$ cat src/design/vsa_pkg.sv
// Shared types and constants for the voice steal allocator.
// Used by vsa_front, vsa_queue, vsa_back and voice_steal_allocator; no dependencies.
`timescale 1ns / 1ps

package vsa_pkg;

    // Table size and derived index widths
    localparam int SLOTS  = 32;
    localparam int IDX_W  = (SLOTS > 1) ? $clog2(SLOTS) : 1;
    localparam int SLOT_W = 5;

    // Command queue between front and back
    localparam int QDEPTH = 2;
    localparam int QPTR_W = (QDEPTH > 1) ? $clog2(QDEPTH) : 1;

    // Command codes
    localparam logic CMD_ALLOC = 1'b0;
    localparam logic CMD_WRITE = 1'b1;

    // Result tier codes
    localparam logic [1:0] TIER_IDLE   = 2'd0;
    localparam logic [1:0] TIER_FINITE = 2'd1;
    localparam logic [1:0] TIER_OLDEST = 2'd2;
    localparam logic [1:0] TIER_WRITE  = 2'd3;

    typedef logic [IDX_W-1:0]  idx_t;
    typedef logic [IDX_W:0]    cnt_t;
    typedef logic [SLOT_W-1:0] slot_t;
    typedef logic [QPTR_W-1:0] qptr_t;
    typedef logic [QPTR_W:0]   qcnt_t;

    // One slot of the voice table
    typedef struct packed {
        logic [31:0] stamp;
        logic        playing;
        logic [15:0] loops;
    } entry_t;

    localparam entry_t RESET_ENTRY = '{stamp: 32'd0, playing: 1'b0, loops: 16'd1};

    // Classified command as it travels through the queue
    typedef struct packed {
        logic        is_write;
        logic        in_range;
        slot_t       slot;
        logic [30:0] time_ms;
        logic [31:0] stamp;
        logic        playing;
        logic [15:0] loops;
    } qitem_t;

endpackage

$ cat src/design/vsa_front.sv
// Front end: takes input items and classifies them into queue entries.
// Depends on vsa_pkg.
`timescale 1ns / 1ps

module vsa_front (
    input  logic              s_valid,
    output logic              s_ready,
    input  logic              s_cmd,
    input  logic [4:0]        s_slot,
    input  logic [30:0]       s_time_ms,
    input  logic              s_playing,
    input  logic [15:0]       s_loops,
    output logic              push_valid,
    input  logic              push_ready,
    output vsa_pkg::qitem_t   push_item
);

    logic endless;

    // Endless voices get the top stamp bit so they look newest
    assign endless = (s_time_ms > 31'd1) && (s_loops == 16'd0);

    always_comb begin
        push_item          = '0;
        push_item.is_write = (s_cmd == vsa_pkg::CMD_WRITE);
        push_item.in_range = (32'(s_slot) < 32'(vsa_pkg::SLOTS));
        push_item.slot     = s_slot;
        push_item.time_ms  = s_time_ms;
        push_item.stamp    = {endless, s_time_ms};
        push_item.playing  = s_playing;
        push_item.loops    = s_loops;
    end

    assign push_valid = s_valid;
    assign s_ready    = push_ready;

endmodule

$ cat src/design/vsa_queue.sv
// Short command queue that decouples the front end from the back end.
// Depends on vsa_pkg.
`timescale 1ns / 1ps

module vsa_queue (
    input  logic              aclk,
    input  logic              aresetn,
    input  logic              push_valid,
    output logic              push_ready,
    input  vsa_pkg::qitem_t   push_item,
    output logic              pop_valid,
    input  logic              pop_ready,
    output vsa_pkg::qitem_t   pop_item
);

    vsa_pkg::qitem_t store_reg [vsa_pkg::QDEPTH];
    vsa_pkg::qptr_t  wr_ptr_reg;
    vsa_pkg::qptr_t  rd_ptr_reg;
    vsa_pkg::qcnt_t  count_reg;
    logic            push_fire;
    logic            pop_fire;

    assign push_ready = (count_reg != vsa_pkg::qcnt_t'(vsa_pkg::QDEPTH));
    assign pop_valid  = (count_reg != '0);
    assign pop_item   = store_reg[rd_ptr_reg];
    assign push_fire  = push_valid && push_ready;
    assign pop_fire   = pop_valid && pop_ready;

    always_ff @(posedge aclk) begin
        if (push_fire) begin
            store_reg[wr_ptr_reg] <= push_item;
        end
    end

    always_ff @(posedge aclk) begin
        if (!aresetn) begin
            wr_ptr_reg <= '0;
            rd_ptr_reg <= '0;
            count_reg  <= '0;
        end else begin
            if (push_fire) begin
                wr_ptr_reg <= (wr_ptr_reg == vsa_pkg::qptr_t'(vsa_pkg::QDEPTH - 1)) ?
                              '0 : wr_ptr_reg + 1'b1;
            end
            if (pop_fire) begin
                rd_ptr_reg <= (rd_ptr_reg == vsa_pkg::qptr_t'(vsa_pkg::QDEPTH - 1)) ?
                              '0 : rd_ptr_reg + 1'b1;
            end
            if (push_fire && !pop_fire) begin
                count_reg <= count_reg + 1'b1;
            end else if (pop_fire && !push_fire) begin
                count_reg <= count_reg - 1'b1;
            end
        end
    end

endmodule

$ cat src/design/vsa_back.sv
// Back end: holds the voice table, runs writes and the allocation scan,
// and drives the result register. Depends on vsa_pkg.
`timescale 1ns / 1ps

module vsa_back (
    input  logic              aclk,
    input  logic              aresetn,
    input  logic              pop_valid,
    output logic              pop_ready,
    input  vsa_pkg::qitem_t   pop_item,
    output logic              m_valid,
    input  logic              m_ready,
    output logic [4:0]        m_chosen_slot,
    output logic [1:0]        m_tier
);

    typedef enum logic [2:0] {
        ST_IDLE   = 3'b001,
        ST_SCAN   = 3'b010,
        ST_FINISH = 3'b100
    } state_t;

    state_t state_reg, state_next;
    vsa_pkg::cnt_t scan_cnt_reg, scan_cnt_next;
    logic [30:0]   job_time_reg, job_time_next;

    // Table storage; valid bits stand in for the reset contents
    vsa_pkg::entry_t       table_mem [vsa_pkg::SLOTS];
    logic [vsa_pkg::SLOTS-1:0] valid_reg;
    logic                  wr_en;
    vsa_pkg::idx_t         wr_addr;
    vsa_pkg::entry_t       wr_data;
    vsa_pkg::idx_t         rd_addr;
    vsa_pkg::entry_t       rd_data_reg;
    logic                  rd_ok_reg;
    logic                  rd_vld_reg;
    vsa_pkg::idx_t         rd_idx_reg;
    vsa_pkg::entry_t       cur;
    logic                  issue;

    // Best candidate per tier
    logic [2:0]            found_reg;
    logic [31:0]           best_stamp_reg [3];
    vsa_pkg::idx_t         best_idx_reg [3];
    logic [2:0]            eligible;
    logic                  start_scan;

    // Result register
    logic                  out_valid_reg;
    vsa_pkg::slot_t        out_slot_reg, out_slot_next;
    logic [1:0]            out_tier_reg, out_tier_next;
    logic                  out_load;
    logic                  out_free;
    vsa_pkg::idx_t         pick;

    assign out_free = !out_valid_reg || m_ready;
    assign issue    = (state_reg == ST_SCAN) &&
                      (scan_cnt_reg != vsa_pkg::cnt_t'(vsa_pkg::SLOTS));
    assign rd_addr  = scan_cnt_reg[vsa_pkg::IDX_W-1:0];

    always_comb begin
        if (found_reg[0]) begin
            pick = best_idx_reg[0];
        end else if (found_reg[1]) begin
            pick = best_idx_reg[1];
        end else begin
            pick = best_idx_reg[2];
        end
    end

    always_comb begin
        state_next    = state_reg;
        scan_cnt_next = scan_cnt_reg;
        job_time_next = job_time_reg;
        pop_ready     = 1'b0;
        start_scan    = 1'b0;
        wr_en         = 1'b0;
        wr_addr       = '0;
        wr_data       = vsa_pkg::RESET_ENTRY;
        out_load      = 1'b0;
        out_slot_next = out_slot_reg;
        out_tier_next = out_tier_reg;
        unique case (state_reg)
            ST_IDLE: begin
                // Take a command only when its result has a place to go
                pop_ready = out_free;
                if (out_free && pop_valid) begin
                    if (pop_item.is_write) begin
                        wr_en         = pop_item.in_range;
                        wr_addr       = vsa_pkg::idx_t'(pop_item.slot);
                        wr_data       = '{stamp: pop_item.stamp, playing: pop_item.playing,
                                          loops: pop_item.loops};
                        out_load      = 1'b1;
                        out_slot_next = pop_item.slot;
                        out_tier_next = vsa_pkg::TIER_WRITE;
                    end else begin
                        start_scan    = 1'b1;
                        scan_cnt_next = '0;
                        job_time_next = pop_item.time_ms;
                        state_next    = ST_SCAN;
                    end
                end
            end
            ST_SCAN: begin
                if (scan_cnt_reg == vsa_pkg::cnt_t'(vsa_pkg::SLOTS)) begin
                    state_next = ST_FINISH;
                end else begin
                    scan_cnt_next = scan_cnt_reg + 1'b1;
                end
            end
            ST_FINISH: begin
                wr_en         = 1'b1;
                wr_addr       = pick;
                wr_data       = '{stamp: {1'b0, job_time_reg}, playing: 1'b0, loops: 16'd1};
                out_load      = 1'b1;
                out_slot_next = vsa_pkg::slot_t'(pick);
                if (found_reg[0]) begin
                    out_tier_next = vsa_pkg::TIER_IDLE;
                end else if (found_reg[1]) begin
                    out_tier_next = vsa_pkg::TIER_FINITE;
                end else begin
                    out_tier_next = vsa_pkg::TIER_OLDEST;
                end
                state_next = ST_IDLE;
            end
            default: begin
                state_next = ST_IDLE;
            end
        endcase
    end

    always_ff @(posedge aclk) begin
        if (wr_en) begin
            table_mem[wr_addr] <= wr_data;
        end
        rd_data_reg <= table_mem[rd_addr];
        rd_ok_reg   <= valid_reg[rd_addr];
        rd_idx_reg  <= rd_addr;
    end

    // Never-written slots read as their reset contents
    assign cur      = rd_ok_reg ? rd_data_reg : vsa_pkg::RESET_ENTRY;
    assign eligible = {1'b1, (cur.loops != 16'd0), !cur.playing};

    always_ff @(posedge aclk) begin
        for (int t = 0; t < 3; t++) begin
            if (rd_vld_reg && eligible[t] &&
                (!found_reg[t] || (cur.stamp < best_stamp_reg[t]))) begin
                best_stamp_reg[t] <= cur.stamp;
                best_idx_reg[t]   <= rd_idx_reg;
            end
        end
    end

    always_ff @(posedge aclk) begin
        if (!aresetn) begin
            state_reg     <= ST_IDLE;
            scan_cnt_reg  <= '0;
            valid_reg     <= '0;
            rd_vld_reg    <= 1'b0;
            found_reg     <= '0;
            out_valid_reg <= 1'b0;
        end else begin
            state_reg    <= state_next;
            scan_cnt_reg <= scan_cnt_next;
            rd_vld_reg   <= issue;
            if (wr_en) begin
                valid_reg[wr_addr] <= 1'b1;
            end
            if (start_scan) begin
                found_reg <= '0;
            end else if (rd_vld_reg) begin
                found_reg <= found_reg | eligible;
            end
            if (out_load) begin
                out_valid_reg <= 1'b1;
            end else if (m_ready) begin
                out_valid_reg <= 1'b0;
            end
        end
    end

    always_ff @(posedge aclk) begin
        job_time_reg <= job_time_next;
        out_slot_reg <= out_slot_next;
        out_tier_reg <= out_tier_next;
    end

    assign m_valid       = out_valid_reg;
    assign m_chosen_slot = out_slot_reg;
    assign m_tier        = out_tier_reg;

    // The catch-all tier has seen every slot by the end of the scan
    a_all_found: assert property (@(posedge aclk) disable iff (!aresetn)
        (state_reg == ST_FINISH) |-> found_reg[2])
        else $error("allocation finished without a candidate");

    // A command leaves the queue only when the result register is free
    a_pop_free: assert property (@(posedge aclk) disable iff (!aresetn)
        (pop_valid && pop_ready) |-> (!out_valid_reg || m_ready))
        else $error("command taken while result register is occupied");

    // Finishing an allocation always presents a result next cycle
    a_finish_out: assert property (@(posedge aclk) disable iff (!aresetn)
        (state_reg == ST_FINISH) |=> out_valid_reg)
        else $error("allocation result not presented");

    // Scan reads stay inside the table and only occur during a scan
    a_scan_bound: assert property (@(posedge aclk) disable iff (!aresetn)
        rd_vld_reg |-> ($past(state_reg) == ST_SCAN) &&
                       ($past(scan_cnt_reg) < vsa_pkg::cnt_t'(vsa_pkg::SLOTS)))
        else $error("scan read outside the table");

endmodule

$ cat src/design/voice_steal_allocator.sv
// Top level of the voice steal allocator: front end, command queue, back end.
// Depends on vsa_pkg, vsa_front, vsa_queue and vsa_back.
`timescale 1ns / 1ps

//  channel  direction  handshake          payload
//  s_       in         s_valid / s_ready  s_cmd s_slot s_time_ms s_playing s_loops
//  m_       out        m_valid / m_ready  m_chosen_slot m_tier
//
//  A write item is applied straight from ST_IDLE; an allocate item runs a scan
//  that reads one table slot per cycle through the single table read port and
//  compares it, then writes the pick in ST_FINISH; no new item is taken meanwhile.
//  Reset (aresetn low, synchronous) empties the queue, drops any pending
//  result and marks every slot as holding its reset contents at once.
//  Up to two items wait in the queue while the back end is busy or the
//  result register is stalled; s_ready drops only when the queue is full.

module voice_steal_allocator (
    input  logic        aclk,
    input  logic        aresetn,
    input  logic        s_valid,
    output logic        s_ready,
    input  logic        s_cmd,
    input  logic [4:0]  s_slot,
    input  logic [30:0] s_time_ms,
    input  logic        s_playing,
    input  logic [15:0] s_loops,
    output logic        m_valid,
    input  logic        m_ready,
    output logic [4:0]  m_chosen_slot,
    output logic [1:0]  m_tier
);

    logic            push_valid;
    logic            push_ready;
    vsa_pkg::qitem_t push_item;
    logic            pop_valid;
    logic            pop_ready;
    vsa_pkg::qitem_t pop_item;

    // Classify the item: endless stamp bit and write range check
    vsa_front u_front (
        .s_valid    (s_valid),
        .s_ready    (s_ready),
        .s_cmd      (s_cmd),
        .s_slot     (s_slot),
        .s_time_ms  (s_time_ms),
        .s_playing  (s_playing),
        .s_loops    (s_loops),
        .push_valid (push_valid),
        .push_ready (push_ready),
        .push_item  (push_item)
    );

    // Hold classified items while the back end scans or the output stalls
    vsa_queue u_queue (
        .aclk       (aclk),
        .aresetn    (aresetn),
        .push_valid (push_valid),
        .push_ready (push_ready),
        .push_item  (push_item),
        .pop_valid  (pop_valid),
        .pop_ready  (pop_ready),
        .pop_item   (pop_item)
    );

    // Apply writes, run the three-tier oldest-slot scan, drive results
    vsa_back u_back (
        .aclk          (aclk),
        .aresetn       (aresetn),
        .pop_valid     (pop_valid),
        .pop_ready     (pop_ready),
        .pop_item      (pop_item),
        .m_valid       (m_valid),
        .m_ready       (m_ready),
        .m_chosen_slot (m_chosen_slot),
        .m_tier        (m_tier)
    );

endmodule
$ cat config.mk
export PLATFORM = sky130hd
export DESIGN_NAME = voice_steal_allocator
export DESIGN_NICKNAME = d
export VERILOG_FILES = /design/src/design/vsa_pkg.sv /design/src/design/vsa_front.sv /design/src/design/vsa_queue.sv /design/src/design/vsa_back.sv /design/src/design/voice_steal_allocator.sv
export SDC_FILE = /design/constraint.sdc
export NUM_CORES = 2
export LEC_CHECK = 0
export BUFFER_PORTS_ARGS = -buffer_cell sky130_fd_sc_hd__buf_2
export CAP_MARGIN = 20
export CORE_MARGIN = 10
export CORE_UTILIZATION = 63
export CTS_BUF_LIST = sky130_fd_sc_hd__clkbuf_16
export DETAILED_ROUTE_END_ITERATION = 16
export GPL_ROUTABILITY_DRIVEN = 0
export PLACE_DENSITY = 0.79
export SLEW_MARGIN = 25
export SYNTH_ARGS = -nofsm -noshare
export SYNTH_HDL_FRONTEND = slang
export SYNTH_HIERARCHICAL = 1
export SYNTH_SLANG_ARGS = --single-unit
$ cat constraint.sdc
create_clock -name aclk -period 6.19 [get_ports aclk]
set_input_delay 0.9285 -clock aclk [delete_from_list [all_inputs] [get_ports aclk]]
set_output_delay 0.9285 -clock aclk [all_outputs]
set_load 0.03 [all_outputs]
Yosys cells after proc, flatten, opt, wreduce, memory -nomap -nowiden:

Memory sizes are Yosys's and may differ from the RTL's. A register that Yosys moved wholly into a read port is not among the register bits.
Cells that the tools add are included.

* register bits after elaboration: 94
* memory bits (writable): 1851
* input port bits: 58
* output and inout port bits: 9
* memories: 4

* $add $sub $neg: 5
* magnitude comparators: 7
* equality and inequality tests: 11
* mux-type cells: 57
* bitwise logic cells: 4
* reduce and logical (&&, ||, !) cells: 36

Memory list
* u_back.table_mem: words 32, width 49, rd ports 1, clocked after memory_dff 1, write ports 1, RTL line vsa_back.sv:28 `vsa_pkg::entry_t table_mem [vsa_pkg::SLOTS];`
* u_queue.store_reg: words 2, width 86, rd ports 1, clocked after memory_dff 1, write ports 1, RTL line vsa_queue.sv:16 `vsa_pkg::qitem_t store_reg [vsa_pkg::QDEPTH];`
* u_back.best_stamp_reg: words 3, width 32, rd ports 3, clocked after memory_dff 0, write ports 3, RTL line vsa_back.sv:43 `logic [31:0] best_stamp_reg [3];`
* u_back.best_idx_reg: words 3, width 5, rd ports 3, clocked after memory_dff 0, write ports 3, RTL line vsa_back.sv:44 `vsa_pkg::idx_t best_idx_reg [3];`

Operator list (count)
* $mux 49: 3
* $pmux 49 s2: 1
* $lt 32x32->1: 3
* $or 32x32->32: 1
* $gt 31x1->1 const B: 1
* $mux 5: 6
* $mux 1: 26
* $pmux 5 s2: 2
* $mux 6: 3
* $logic_not 16->1: 1
* $reduce_bool 16->1: 1
* $logic_and 1x1->1: 13
* $lt 5x6->1 const B: 2
* $mux 2: 6
* $pmux 6 s2: 1
* $ne 2x2->1 const B: 5
* $reduce_bool 2->1: 5
* $mux 3: 3
* $reduce_and 3->1: 3
* $logic_not 1->1: 7
* $add 6x1->6 const B: 1
* $eq 6x6->1 const B: 1
* $ne 6x6->1 const B: 1
* $pmux 3 s2: 1
* 17 further kinds: 23

Logic depth before layout (Yosys ltp):

* depth in word-level cells: 10
* mapped depth: 11

By module:

Netlist, hierarchy kept.

By module, submodules not included
* vsa_back: times used 1, cells an instance 3106, area an instance 70013.4 sq um, seq. area each 53581.4 sq um
* vsa_queue: times used 1, cells an instance 295, area an instance 6641.4 sq um, seq. area each 5325.1 sq um
* vsa_front: times used 1, cells an instance 105, area an instance 779.5 sq um, seq. area each 0.0 sq um

Worst setup path before layout:

No wires, ideal clock.

* path kind: in2reg
* start point: input port m_ready
* end point: memory u_back/table_mem[0][0] in the netlist's numbering, enable pin
* setup time: 457 ps
* data arrival time: 4057 ps
* required time: 5733 ps
* setup slack: 1675 ps
* cell stages on the path: 6
* buffers on the path: 1
* cells stage by stage: nand2b_1 and4_1 clkbuf_1 a21boi_0 nand3_1 nor2_1

* longest elaborated chain between the ends: 6
* elaborated cells between the ends (all ways): 8

RTL lines
* start, declared: RTL line voice_steal_allocator.sv:28 `input logic m_ready,`
* $logic_or 1x1->1 (*): RTL line vsa_back.sv:56 `assign out_free = !out_valid_reg || m_ready;`
* $logic_and 1x1->1 (*): RTL line vsa_back.sv:87 `if (out_free && pop_valid) begin`
* $mux 1: RTL line vsa_back.sv:87
* $pmux 1 s2: RTL line vsa_back.sv:83 `unique case (state_reg)`
* $mux 1: RTL line vsa_back.sv:133 `if (wr_en) begin`
* $mux 1 (implied by the code): RTL line vsa_back.sv:134 `table_mem[wr_addr] <= wr_data;`
* end, declared: RTL line vsa_back.sv:28

Mark *: on every way between the ends. The rest lies on a longest branch, timed or not.

Worst setup path in the final report:

* start point: register u_back.found_reg[1]
* end point: memory u_back/table_mem[1][19] in the netlist's numbering, enable pin

* longest elaborated chain between the ends: 3

RTL lines
* start, declared: RTL line vsa_back.sv:42 `logic [2:0] found_reg;`
* start signal, assigned: RTL line vsa_back.sv:173 `found_reg <= found_reg | eligible;`
* $mux 5: RTL line vsa_back.sv:64 `end else if (found_reg[1]) begin`
* $mux 5: RTL line vsa_back.sv:62 `if (found_reg[0]) begin`
* $pmux 5 s2: RTL line vsa_back.sv:83

Every way passes these cells.

==> summary.txt <==
first-pass iteration count of the detailed router: 5
Synth Flop Type: edfxtp_1
vias in the first global route: 38700
fill count: 6544
Power Density: 354 mW/mm^2
Hold-fix buffers, CTS: 0
final hold vios: 0
max FFs per register: 1568
PnR worst setup slack: 2190 ps
fin nets: 3782
post-layout minimum cycle time: 4000 ps
share of cells above drive strength 1: 30.6%
HP Class: input port to flip-flop
RSZ-0062 raised after global routing: no
clock root buffer: clkbuf_16
CTS sink count: 1997
Yosys reg bits: 1997
Syn Nets: 3657
max-cap violation count: 0
Final ANT Viol Nets: 0
Hold Path Origin: s_slot[2]
most frequent cells in the layout: edfxtp_1 (1891), mux4_2 (500), clkbuf_16 (194)
number of port buffers: 66
via count: 37600
leak pwr: 27.8 nW
core area: 0.122 sq mm
outcome: finished, final reports clean
max-slew violations: 0
die area: 0.137 sq mm
arrival time at the worst endpoint: 4450 ps
Worst Max-Slew Pin Slew: 1110 ps
die height: 371 microns
Final Setup Violations: 0
Max Buffers Root-to-Sink: 3
Post-synth EDFFs: 1891
CP Launch Point: u_back/found_reg[1]
vias per cell: 6.93
WS Path Type: flip-flop to flip-flop
post-CTS setup buffer count: 0
initial core utilization: 63.5%
Residual DRC: 0
Congestion Overflow GR: 0
row cnt: 128
Total Wirelength: 191000 microns
FF+latch area: 0.0589 sq mm
clock latency on the worst-skew pair: 820 ps
first-pass GRT wire length: 279000 microns
netlist area before placement: 0.0774 sq mm
dpl ws: 1980 ps
routed len/inst: 35.2 microns
die width: 371 microns
setup slack on the worst flop-to-flop path: 2190 ps
Clock transition at path regs: 60 ps
fin crit share: 64.7%
placed cells: 5067
final std cell area, no fill: 0.0860 sq mm
cts bufs inserted: 187
H-tree level count: 4
Yosys warnings: 6
Synth async-reset ratio: 0%
Ports: 67
Post-Layout Cell Count: 5423
worst path required time: 6640 ps
CP Capture Type: flip-flop
unique cell type count in the Yosys netlist: 58
Area after DPL: 0.0799 sq mm
clock skew: 44.5 ps
maximum number of pins on one net before global-route repair: 109
Synth Area per Inst: 22.1 sq um
Max Freq: 250 MHz
Critical Path Fanout Max: 20
area grow syn2layout: 11.1%
Peak VDD IR: 0.380 mV
1st-iter DRT viols: 5185
GRT Total Usage: 28.2%
CTS tree: built
worst rel slew slack: 25.8%
Critical Path Source Type: flip-flop
Synth Instances: 3506
HPWL after detailed placement: 102000 microns
sequential area share after synthesis: 76.1%
multi-input logic area: 0.0171 sq mm
setup TNS: 0 ps
RR Startpoint: u_back/found_reg[1]
Post-CTS Resized: 0
commonest non-fill, non-tap cell in the layout: edfxtp_1
antenna violations before repair: 7
[where the power goes]
group | total (mW) | switching [mW] | internal, mW
clock | 11.3 | 5.00 | 6.32
sequential | 16.3 | 0.170 | 16.1
combinational | 2.84 | 2.09 | 0.751
total | 30.5 | 7.25 | 23.2
[cell type report]
type / count / share of cell area (%)
diodes: 3 / 0.00873
clock buffers: 194 / 5.64
multi-input cells: 1167 / 19.9
repair buffers: 174 / 1.71
flip-flops and latches: 1997 / 68.5
clock inverters: 159 / 1.40
inverters: 104 / 0.457
well taps: 1625 / 2.36
[routing by layer]
layer,vias to the layer above,wire length (microns),GRT usage (%)
met4,6,9080,12.1
li1,14700,-,-
met1,19600,67300,37.5
met3,491,19600,5.86
met5,-,44,0
met2,2732,95100,45.9
[kinds of logic (layout without fill, tap and decap cells)]
group / count (synthesis) / after routing / share of synthesized area [%]
DFF: 1997 / 1997 / 76.1
muxes: 644 / 644 / 16.8
buffers and inverters: 342 / 631 / 2.28
and+or+nand+nor: 241 / 241 / 1.66
AOI/OAI and AO/OA: 182 / 182 / 1.64
adders and majority gates: 93 / 93 / 1.50
xor gates and xnor gates: 6 / 6 / 0.0679
other: 1 / 4 / 0.00484
[Yosys cell counts, types with 35 or more instances]
master / n / area share, %
buf_2: 39 / 0.25
a21oi_1: 37 / 0.24
edfxtp_1: 1891 / 73
nand2_1: 35 / 0.17
ha_1: 93 / 1.5
mux4_2: 500 / 15
clkbuf_1: 74 / 0.36
and2_1: 53 / 0.43
mux2_2: 112 / 1.6
buf_4: 97 / 0.94
nor2_1: 59 / 0.29
dfxtp_1: 106 / 2.7
inv_1: 104 / 0.50
[stage by stage]
| stage | total power, mW | hold slack (ps) | utilization [%] |
|---|---|---|---|
| after floorplan | 18.2 | 329 | - |
| after global placement | 19.2 | 426 | 65.4 |
| after detailed placement | 19.3 | 445 | 65.6 |
| after CTS | 30.5 | 295 | 70.5 |
| after global routing | 31.2 | 313 | 70.6 |
| final | 30.5 | 336 | 70.6 |
[worst max-delay path, stage by stage (launching register included)]
cell and delay [ps]:
dfxtp_1 610, mux2_2 400, o211ai_1 290, a21boi_0 480, nand3_1 450, nor2_4 920, buf_4 490
[final timing paths]
path                            cells after the start                        end
worst max-delay path                                6    u_back/table_mem[1][19]
worst min-delay path                                1   u_queue/store_reg[0][82]
worst max register to register                      6    u_back/table_mem[1][19]
worst min register to register                      0  u_back/best_idx_reg[0][1]
Power figures use the tool's default switching activity.
